<file path="config.mk">
export PLATFORM = sky130hd
export DESIGN_NAME = humidity_temp_frame_averager
export DESIGN_NICKNAME = d
export VERILOG_FILES = /design/src/rtl/core/htfa_pkg.sv /design/src/rtl/core/htfa_ctrl.sv /design/src/rtl/core/htfa_datapath.sv /design/src/rtl/core/humidity_temp_frame_averager.sv
export SDC_FILE = /design/constraint.sdc
export NUM_CORES = 1
export LEC_CHECK = 0
export BUFFER_PORTS_ARGS = -buffer_cell sky130_fd_sc_hd__buf_4
export CAP_MARGIN = 0
export CORE_MARGIN = 2
export CORE_UTILIZATION = 60
export CTS_BUF_LIST = sky130_fd_sc_hd__clkbuf_4 sky130_fd_sc_hd__clkbuf_8
export DETAILED_ROUTE_END_ITERATION = 8
export PLACE_DENSITY = 0.86
export SLEW_MARGIN = 20
export SYNTH_ARGS = -nofsm -noshare
export SYNTH_HDL_FRONTEND = slang
export SYNTH_SLANG_ARGS = --single-unit
</file>
<file path="constraint.sdc">
create_clock -name clk_i -period 6.2 [get_ports clk_i]
set_input_delay 0 -clock clk_i [delete_from_list [all_inputs] [get_ports clk_i]]
set_output_delay 0 -clock clk_i [all_outputs]
set_load 0.02 [all_outputs]
</file>
<file path="src/rtl/core/htfa_pkg.sv">
package htfa_pkg;

  // Width of one sensor code, of one frame byte and of a byte position; PosCheck closes a frame.
  localparam int unsigned CodeW   = 20;
  localparam int unsigned ByteW   = 8;
  localparam int unsigned PosW    = 3;

  localparam logic [PosW-1:0] PosStatus = 3'd0;
  localparam logic [PosW-1:0] PosHum1   = 3'd1;
  localparam logic [PosW-1:0] PosHum2   = 3'd2;
  localparam logic [PosW-1:0] PosMixed  = 3'd3;
  localparam logic [PosW-1:0] PosTemp1  = 3'd4;
  localparam logic [PosW-1:0] PosTemp2  = 3'd5;
  localparam logic [PosW-1:0] PosCheck  = 3'd6;

  // Scaling: humidity = (S*20000 + n*2^20)/(n*2^21), temperature = (S*40000 - n*9999*2^20)/(n*2^21).
  localparam int unsigned HumScale   = 20000;
  localparam int unsigned TempScale  = 40000;
  localparam int unsigned TempOffset = 9999;
  localparam int unsigned HalfShift  = 20;
  localparam int unsigned FracShift  = 21;

  localparam int unsigned TempW = 15;
  localparam int unsigned HumW  = 14;
  localparam int unsigned UsedW = 2;

  typedef struct packed {
    logic            cap_en;
    logic [PosW-1:0] cap_pos;
    logic            store_en;
    logic            sum_clear;
    logic            sum_en;
    logic            mul_en;
    logic            div_load;
    logic            div_en;
    logic            out_load;
  } cmd_t;

  typedef struct packed {
    logic sum_last;
    logic out_free;
  } status_t;

endpackage

</file>
<file path="src/rtl/core/htfa_ctrl.sv">
module htfa_ctrl #(
  parameter int unsigned DEPTH = 3
) (
  input  logic              clk_i,
  input  logic              rst_ni,
  input  logic              in_valid_i,
  output logic              in_stall_o,
  input  logic              frame_start_i,
  input  htfa_pkg::status_t status_i,
  output htfa_pkg::cmd_t    cmd_o
);

  localparam int unsigned CntW  = $clog2(DEPTH + 1);
  localparam int unsigned DivW  = CntW + 15;
  localparam int unsigned DCntW = $clog2(DivW);

  typedef enum logic [5:0] {
    ST_IDLE = 6'b000001,
    ST_SUM  = 6'b000010,
    ST_MUL  = 6'b000100,
    ST_ADD  = 6'b001000,
    ST_DIV  = 6'b010000,
    ST_DONE = 6'b100000
  } state_e;

  state_e                        state_q, state_d;
  logic [htfa_pkg::PosW-1:0]     byte_pos_q, byte_pos_d;
  logic [DCntW-1:0]              div_cnt_q, div_cnt_d;
  logic [htfa_pkg::PosW-1:0]     pos;
  logic                          accept;

  assign accept     = in_valid_i && (state_q == ST_IDLE);
  assign in_stall_o = (state_q != ST_IDLE);
  assign pos        = frame_start_i ? htfa_pkg::PosStatus : byte_pos_q;

  always_comb begin
    state_d    = state_q;
    byte_pos_d = byte_pos_q;
    div_cnt_d  = div_cnt_q;
    cmd_o      = '0;
    cmd_o.cap_pos = pos;
    unique case (state_q)
      ST_IDLE: begin
        if (accept) begin
          cmd_o.cap_en = 1'b1;
          if (pos == htfa_pkg::PosCheck) begin
            byte_pos_d      = htfa_pkg::PosStatus;
            cmd_o.store_en  = 1'b1;
            cmd_o.sum_clear = 1'b1;
            state_d         = ST_SUM;
          end else begin
            byte_pos_d = pos + 3'd1;
          end
        end
      end
      ST_SUM: begin
        cmd_o.sum_en = 1'b1;
        if (status_i.sum_last) begin
          state_d = ST_MUL;
        end
      end
      ST_MUL: begin
        cmd_o.mul_en = 1'b1;
        state_d      = ST_ADD;
      end
      ST_ADD: begin
        cmd_o.div_load = 1'b1;
        div_cnt_d      = '0;
        state_d        = ST_DIV;
      end
      ST_DIV: begin
        cmd_o.div_en = 1'b1;
        div_cnt_d    = div_cnt_q + 1'b1;
        if (div_cnt_q == DCntW'(DivW - 1)) begin
          state_d = ST_DONE;
        end
      end
      ST_DONE: begin
        if (status_i.out_free) begin
          cmd_o.out_load = 1'b1;
          state_d        = ST_IDLE;
        end
      end
      default: begin
        state_d = ST_IDLE;
      end
    endcase
  end

  always_ff @(posedge clk_i or negedge rst_ni) begin
    if (!rst_ni) begin
      state_q    <= ST_IDLE;
      byte_pos_q <= htfa_pkg::PosStatus;
      div_cnt_q  <= '0;
    end else begin
      state_q    <= state_d;
      byte_pos_q <= byte_pos_d;
      div_cnt_q  <= div_cnt_d;
    end
  end

endmodule

</file>
<file path="src/rtl/core/htfa_datapath.sv">
module htfa_datapath #(
  parameter int unsigned DEPTH = 3
) (
  input  logic                             clk_i,
  input  logic                             rst_ni,
  input  htfa_pkg::cmd_t                   cmd_i,
  output htfa_pkg::status_t                status_o,
  input  logic [htfa_pkg::ByteW-1:0]       rx_byte_i,
  output logic                             out_valid_o,
  input  logic                             out_stall_i,
  output logic signed [htfa_pkg::TempW-1:0] temperature_centi_o,
  output logic [htfa_pkg::HumW-1:0]        humidity_centi_o,
  output logic [htfa_pkg::UsedW-1:0]       samples_used_o
);

  localparam int unsigned CodeW  = htfa_pkg::CodeW;
  localparam int unsigned CntW   = $clog2(DEPTH + 1);
  localparam int unsigned IdxW   = (DEPTH > 1) ? $clog2(DEPTH) : 1;
  localparam int unsigned SumW   = CodeW + CntW;
  localparam int unsigned ProdHW = SumW + 15;
  localparam int unsigned ProdTW = SumW + 16;
  localparam int unsigned OffW   = CntW + 14;
  localparam int unsigned WideW  = SumW + 16;
  localparam int unsigned DivW   = WideW - htfa_pkg::FracShift;

  logic [2*CodeW-1:0] partial_q;
  logic [CodeW-1:0]   humid_ring_q [DEPTH];
  logic [CodeW-1:0]   temp_ring_q  [DEPTH];
  logic [IdxW-1:0]    write_slot_q;
  logic [CntW-1:0]    fill_q;
  logic [IdxW-1:0]    rd_idx_q;
  logic [SumW-1:0]    sum_h_q, sum_t_q;
  logic [ProdHW-1:0]  prod_h_q;
  logic [ProdTW-1:0]  prod_t_q;
  logic [OffW-1:0]    off_q;
  logic [DivW-1:0]    quo_h_q, quo_t_q;
  logic [CntW-1:0]    rem_h_q, rem_t_q;
  logic               neg_q;
  logic               out_valid_q;
  logic signed [htfa_pkg::TempW-1:0] temp_q;
  logic [htfa_pkg::HumW-1:0]         hum_q;
  logic [htfa_pkg::UsedW-1:0]        used_q;

  logic [WideW-1:0]   hum_wide, temp_a, temp_b, temp_mag;
  logic               temp_neg;
  logic [CntW:0]      trial_h, trial_t;
  logic               bit_h, bit_t;
  logic [htfa_pkg::TempW-1:0] temp_abs;

  assign status_o.sum_last = ((CntW'(rd_idx_q) + 1'b1) == fill_q);
  assign status_o.out_free = !out_valid_q || !out_stall_i;

  // Frame byte capture into the partial codes.
  always_ff @(posedge clk_i or negedge rst_ni) begin
    if (!rst_ni) begin
      partial_q <= '0;
    end else if (cmd_i.cap_en) begin
      case (cmd_i.cap_pos)
        htfa_pkg::PosHum1:  partial_q[39:32] <= rx_byte_i;
        htfa_pkg::PosHum2:  partial_q[31:24] <= rx_byte_i;
        htfa_pkg::PosMixed: partial_q[23:16] <= rx_byte_i;
        htfa_pkg::PosTemp1: partial_q[15:8]  <= rx_byte_i;
        htfa_pkg::PosTemp2: partial_q[7:0]   <= rx_byte_i;
        default: ;
      endcase
    end
  end

  // Ring storage; entries hold no reset value and are read only once written.
  always_ff @(posedge clk_i) begin
    if (cmd_i.store_en) begin
      humid_ring_q[write_slot_q] <= partial_q[2*CodeW-1:CodeW];
      temp_ring_q[write_slot_q]  <= partial_q[CodeW-1:0];
    end
  end

  always_ff @(posedge clk_i or negedge rst_ni) begin
    if (!rst_ni) begin
      write_slot_q <= '0;
      fill_q       <= '0;
    end else if (cmd_i.store_en) begin
      if (write_slot_q == IdxW'(DEPTH - 1)) begin
        write_slot_q <= '0;
      end else begin
        write_slot_q <= write_slot_q + 1'b1;
      end
      if (fill_q != CntW'(DEPTH)) begin
        fill_q <= fill_q + 1'b1;
      end
    end
  end

  // Accumulate stored frames, one slot per cycle.
  always_ff @(posedge clk_i) begin
    if (cmd_i.sum_clear) begin
      rd_idx_q <= '0;
      sum_h_q  <= '0;
      sum_t_q  <= '0;
    end else if (cmd_i.sum_en) begin
      rd_idx_q <= rd_idx_q + 1'b1;
      sum_h_q  <= sum_h_q + SumW'(humid_ring_q[rd_idx_q]);
      sum_t_q  <= sum_t_q + SumW'(temp_ring_q[rd_idx_q]);
    end
  end

  always_ff @(posedge clk_i) begin
    if (cmd_i.mul_en) begin
      prod_h_q <= ProdHW'(sum_h_q) * ProdHW'(htfa_pkg::HumScale);
      prod_t_q <= ProdTW'(sum_t_q) * ProdTW'(htfa_pkg::TempScale);
      off_q    <= OffW'(fill_q) * OffW'(htfa_pkg::TempOffset);
    end
  end

  // Rounding offset for humidity; signed temperature split into sign and magnitude.
  always_comb begin
    hum_wide = WideW'(prod_h_q) + (WideW'(fill_q) << htfa_pkg::HalfShift);
    temp_a   = WideW'(prod_t_q);
    temp_b   = WideW'(off_q) << htfa_pkg::HalfShift;
    temp_neg = temp_a < temp_b;
    temp_mag = temp_neg ? (temp_b - temp_a) : (temp_a - temp_b);
  end

  // Two restoring divider lanes by the frame count, one quotient bit per cycle.
  always_comb begin
    trial_h = {rem_h_q, quo_h_q[DivW-1]};
    trial_t = {rem_t_q, quo_t_q[DivW-1]};
    bit_h   = trial_h >= {1'b0, fill_q};
    bit_t   = trial_t >= {1'b0, fill_q};
  end

  always_ff @(posedge clk_i) begin
    if (cmd_i.div_load) begin
      quo_h_q <= hum_wide[WideW-1:htfa_pkg::FracShift];
      quo_t_q <= temp_mag[WideW-1:htfa_pkg::FracShift];
      rem_h_q <= '0;
      rem_t_q <= '0;
      neg_q   <= temp_neg;
    end else if (cmd_i.div_en) begin
      quo_h_q <= {quo_h_q[DivW-2:0], bit_h};
      quo_t_q <= {quo_t_q[DivW-2:0], bit_t};
      rem_h_q <= bit_h ? CntW'(trial_h - {1'b0, fill_q}) : trial_h[CntW-1:0];
      rem_t_q <= bit_t ? CntW'(trial_t - {1'b0, fill_q}) : trial_t[CntW-1:0];
    end
  end

  assign temp_abs = htfa_pkg::TempW'(quo_t_q);

  always_ff @(posedge clk_i or negedge rst_ni) begin
    if (!rst_ni) begin
      out_valid_q <= 1'b0;
    end else if (cmd_i.out_load) begin
      out_valid_q <= 1'b1;
    end else if (!out_stall_i) begin
      out_valid_q <= 1'b0;
    end
  end

  always_ff @(posedge clk_i) begin
    if (cmd_i.out_load) begin
      temp_q <= neg_q ? -temp_abs : temp_abs;
      hum_q  <= htfa_pkg::HumW'(quo_h_q);
      used_q <= htfa_pkg::UsedW'(fill_q);
    end
  end

  assign out_valid_o         = out_valid_q;
  assign temperature_centi_o = temp_q;
  assign humidity_centi_o    = hum_q;
  assign samples_used_o      = used_q;

endmodule

</file>
<file path="src/rtl/core/humidity_temp_frame_averager.sv">
// Frame averager for a humidity and temperature sensor.
// The input channel (in_valid_i / in_stall_o) takes one frame byte per item,
// status byte first and check byte last; frame_start_i marks byte 0.
// Bytes 0 to 5 are taken without a stall and give no result.
// The check byte stores both codes in rings of the last DEPTH frames and
// starts the arithmetic: the ring sum over the stored frames (1 to DEPTH),
// then a multiply step, an offset add that loads the divider, a restoring
// divide by the frame count with one quotient bit per cycle, and the load
// of the output register.
// The input stalls while this runs, and longer while a finished result
// waits for the output register to be free.
// The output channel (out_valid_o / out_stall_i) carries one item from an
// output register; byte items keep flowing while it waits to be taken, and
// a finished result waits for it only if the previous one is still stalled.
// Reset clears the byte position, the partial codes, the ring slot and the
// frame count; the ring contents are read only after they have been written.
module humidity_temp_frame_averager #(
  parameter int unsigned DEPTH = 3
) (
  input  logic                              clk_i,
  input  logic                              rst_ni,
  input  logic                              in_valid_i,
  output logic                              in_stall_o,
  input  logic [htfa_pkg::ByteW-1:0]        rx_byte_i,
  input  logic                              frame_start_i,
  output logic                              out_valid_o,
  input  logic                              out_stall_i,
  output logic signed [htfa_pkg::TempW-1:0] temperature_centi_o,
  output logic [htfa_pkg::HumW-1:0]         humidity_centi_o,
  output logic [htfa_pkg::UsedW-1:0]        samples_used_o
);

  htfa_pkg::cmd_t    cmd;
  htfa_pkg::status_t status;

  htfa_ctrl #(
    .DEPTH (DEPTH)
  ) u_ctrl (
    .clk_i         (clk_i),
    .rst_ni        (rst_ni),
    .in_valid_i    (in_valid_i),
    .in_stall_o    (in_stall_o),
    .frame_start_i (frame_start_i),
    .status_i      (status),
    .cmd_o         (cmd)
  );

  htfa_datapath #(
    .DEPTH (DEPTH)
  ) u_datapath (
    .clk_i               (clk_i),
    .rst_ni              (rst_ni),
    .cmd_i               (cmd),
    .status_o            (status),
    .rx_byte_i           (rx_byte_i),
    .out_valid_o         (out_valid_o),
    .out_stall_i         (out_stall_i),
    .temperature_centi_o (temperature_centi_o),
    .humidity_centi_o    (humidity_centi_o),
    .samples_used_o      (samples_used_o)
  );

endmodule

</file>
==> results.py <==
metrics = {
    "logic_synthesis": {
        "synth_area_sq_um": 22900,
        "yosys-top-cells-area": "sky130_fd_sc_hd__edfxtp_1 (32%), sky130_fd_sc_hd__ha_1 (14%), sky130_fd_sc_hd__fa_1 (9.5%), sky130_fd_sc_hd__dfrtp_1 (6.3%), sky130_fd_sc_hd__inv_1 (5.0%)",
        "fraction_of_synthesized_cell_area_taken_by_the_top_area_cell_type": 0.316,
        "yosys.cell_count.top_type": "sky130_fd_sc_hd__inv_1",
        "async_set_reset_flop_share_out_of_synthesis": 0.168,
        "postSynthRegisterBits": 352,
        "dominantRegCellSynth": "sky130_fd_sc_hd__edfxtp_1",
        "syn-instance-count": 2118,
        "synth_cell_type_count": 79,
        "count_of_flip_flops_with_a_built_in_enable_after_synthesis": 241,
        "yosys.area.top_type": "sky130_fd_sc_hd__edfxtp_1",
        "synth.yosys.warnings": 0,
        "mappedNetlistNets": 2492,
        "seq_total_area_yosys": 0.426,
        "avgSynthCellArea_sq_um": 10.8,
        "synth_commonest_cells": "sky130_fd_sc_hd__inv_1 (308), sky130_fd_sc_hd__ha_1 (252), sky130_fd_sc_hd__edfxtp_1 (241), sky130_fd_sc_hd__nand2_1 (190), sky130_fd_sc_hd__o21ai_0 (133)",
    },
    "sta": {
        "layout_min_cycle_time_ns": 5.55,
        "setup_tns_ns": 0,
        "timing.slew.headroom": 0.306,
        "final_max_slew_viol_count": 0,
        "final.setup_skew_ns": 0.0315,
        "final.period_utilization": 0.895,
        "worst_slew_pin_slew_ns": 1.04,
        "rsz0062_at_grt": "no",
        "finalSetupViolations": 0,
        "number_of_hold_slack_violations_in_the_final_timing_report": 0,
        "fmax_ghz": 0.180,
    },
    "final_layout": {
        "final_layout_size_suffix_gt1_frac": 0.104,
        "post-route-util": 0.669,
        "filler_cell_count": 2719,
        "area_overhead_vs_synth_pct": 10.0,
        "design.final.nets": 2573,
    },
    "clock_network": {
        "clock_sink_count": 352,
        "clock_insertion_delay_worst_skew_ns": 0.67,
        "numCtsBuffers": 57,
        "cts.root.buffer_cell": "sky130_fd_sc_hd__clkbuf_8",
        "post-cts-setup-buffers": 0,
        "tritoncts": "done",
        "clk_transition_reported_paths_ns": 0.06,
        "htreeDepth": 2,
        "clk_path_buf_depth": 3,
    },
    "die": {
        "core_area_sq_um": 37700,
        "dieWidth_um": 199,
        "initial_core_util": 0.608,
        "placement_rows": 71,
        "floorplan.die_area_sq_um": 39800,
        "top_level_ports": 46,
        "dieHeight_um": 199,
    },
    "setup_path": {
        "cp_data_required_time_ns": 6.59,
        "arrival_ns": 5.94,
        "launching_element_type_of_the_critical_path": "flip-flop",
        "worstSetupEndpointType": "flip-flop",
        "critical_path_peak_fanout": 5,
        "timing_worst_setup_path_type": "reg -> reg",
    },
    "global_route": {
        "antenna_found_initial": 1,
        "number_of_global_route_vias_before_repair": 15635,
        "groute.usage.overall": 0.234,
        "grt_first_pass_wirelength_mm": 74.0,
        "global_route.overflow_total": 0,
        "maximum_number_of_pins_on_one_net_before_global_route_repair": 69,
    },
    "detailed_routing": {
        "vias": 15387,
        "drc": 0,
        "initialDrtViolationCount": 932,
        "drtAntennaViolNets": 0,
        "post_drt_wl_per_cell_um": 16.4,
        "drt-vias-per-instance": 5.58,
        "finalWirelength_mm": 45.2,
        "drt_pre_antenna_iters": 5,
    },
    "flow_run": {
        "maxCapViolations": 0,
    },
    "placement": {
        "port-buffer-count": 45,
        "detailedPlacementHpwl_mm": 33.7,
        "place.gp.congestion": 0.877,
    },
    "outcome": {
        "outcome": "finished clean",
    },
    "min_path": {
        "hold_path.class": "in -> reg",
    },
}
==> layer usage <==
| layer | track usage | up-vias | part of all wire |
|---|---|---|---|
| li1 | - | 7501 | - |
| met1 | 0.292 | 7334 | 0.43 |
| met2 | 0.404 | 432 | 0.49 |
| met3 | 0.0376 | 118 | 0.053 |
| met4 | 0.104 | 2 | 0.034 |
| met5 | 0 | - | 0.00027 |
==> path summary, 6_finish.rpt <==
kind	startpoint	to	slack [ns]	cells past startpoint
worst max-delay path	u_datapath.sum_t_q[4]$_SDFFE_PP0P_	u_datapath.prod_t_q[34]$_DFFE_PP_	0.65	21
worst min-delay path	out_stall_i	u_datapath.out_valid_o$_DFFE_PN0P_	0.21	4
worst max register to register	u_datapath.sum_t_q[4]$_SDFFE_PP0P_	u_datapath.prod_t_q[34]$_DFFE_PP_	0.65	21
worst min register to register	u_datapath.quo_h_q[5]$_DFFE_PN_	u_datapath.humidity_centi_o[5]$_DFFE_PP_	0.45	0
max in group asynchronous	rst_ni	u_ctrl.div_cnt_q[1]$_DFFE_PN0N_	5.46	4
min in group asynchronous	rst_ni	u_ctrl.state_q[0]$_DFFE_PN1P_	0.44	3
==> kinds of logic (layout without fill, tap and decap cells) <==
kind of cell,count (synthesis),in the layout,synth area share
AOI/OAI and AO/OA,411,411,0.111
xor gates and xnor gates,117,117,0.0447
adders and majority gates,361,361,0.233
buffers and inverters,361,491,0.0594
DFF,352,352,0.426
muxes,82,82,0.0381
other,0,1,0
and+or+nand+nor,434,434,0.0882
==> stage by stage <==
step | setup WS [ns] | instance area, sq um | hold WS, ns | instances
final | 0.653 | 25200 | 0.206 | 2760
after global placement | 0.753 | 23800 | 0.117 | 2637
after CTS | 0.652 | 25200 | 0.156 | 2759
after floorplan | 0.918 | 22900 | -0.296 | 2118
after detailed placement | 0.687 | 23800 | 0.120 | 2637
after global routing | 0.321 | 25200 | 0.195 | 2759
==> placed cells by master, fill, tap and decap left out, drive strengths merged, types with 18 or more instances in the layout <==
| cell | n |
|---|---|
| nor2 | 89 |
| a21oi | 116 |
| fa | 109 |
| xor2 | 44 |
| mux2 | 41 |
| nor3 | 21 |
| dfrtp | 58 |
| buf | 61 |
| nand3 | 34 |
| clkinv | 19 |
| nand2 | 190 |
| xnor2 | 73 |
| dfxtp | 52 |
| a21o | 41 |
| mux2i | 41 |
| clkbuf | 80 |
| o21ai | 140 |
| edfxtp | 241 |
| nand2b | 18 |
| ha | 252 |
| inv | 312 |
==> sequential cells by signal (all words and copies together), names as in the netlist, 3 cells and up, named ones only <==
signal / cells
u_ctrl.state_q: 6
u_ctrl.byte_pos_q: 3
u_datapath.partial_q: 40
u_datapath.humidity_centi_o: 14
u_datapath.sum_t_q: 22
u_datapath.temperature_centi_o: 15
u_datapath.temp_ring_q: 60
u_datapath.off_q: 6
u_datapath.sum_h_q: 22
u_datapath.prod_h_q: 17
u_datapath.quo_h_q: 17
u_datapath.quo_t_q: 17
u_datapath.humid_ring_q: 60
u_datapath.prod_t_q: 32
u_ctrl.div_cnt_q: 5
==> worst max-delay path: stages (launching register included) <==
cell	delay (ns)
sky130_fd_sc_hd__dfxtp_1	0.43
sky130_fd_sc_hd__inv_1	0.14
sky130_fd_sc_hd__fa_1	0.55
sky130_fd_sc_hd__inv_1	0.04
sky130_fd_sc_hd__ha_1	0.26
sky130_fd_sc_hd__inv_1	0.05
sky130_fd_sc_hd__fa_1	0.52
sky130_fd_sc_hd__inv_1	0.04
sky130_fd_sc_hd__ha_1	0.26
sky130_fd_sc_hd__inv_1	0.05
sky130_fd_sc_hd__fa_1	0.49
sky130_fd_sc_hd__inv_1	0.04
sky130_fd_sc_hd__ha_1	0.34
sky130_fd_sc_hd__o21a_1	0.19
sky130_fd_sc_hd__or2_1	0.21
sky130_fd_sc_hd__and3_4	0.19
sky130_fd_sc_hd__a221oi_4	0.33
sky130_fd_sc_hd__o21ai_2	0.11
sky130_fd_sc_hd__or4b_1	0.50
sky130_fd_sc_hd__a31oi_2	0.26
sky130_fd_sc_hd__o21ai_1	0.12
sky130_fd_sc_hd__xor2_1	0.14
==> layout make-up <==
type                            count  area [sq um]  area share
Clock buffer                       80           970      0.0385
Clock inverter                     28           245     0.00973
Timing Repair Buffer               74           608      0.0241
Tap cell                          511           639      0.0254
Multi-Input combinational cell   1405         11800       0.469
Antenna cell                        1          2.50   0.0000993
Sequential cell                   352          9760       0.387
Inverter                          309          1160      0.0460
==> timing repair <==
| action | 4_1_cts | 5_1_grt |
|---|---|---|
| endpoints found under the hold margin | 137 | 0 |
| resized for setup | 0 | 0 |
| hold buffers | 14 | 0 |
Power is left out: the tool's default activity adds up to more than one toggle a clock period on the data nets, which glitch-free logic cannot reach.
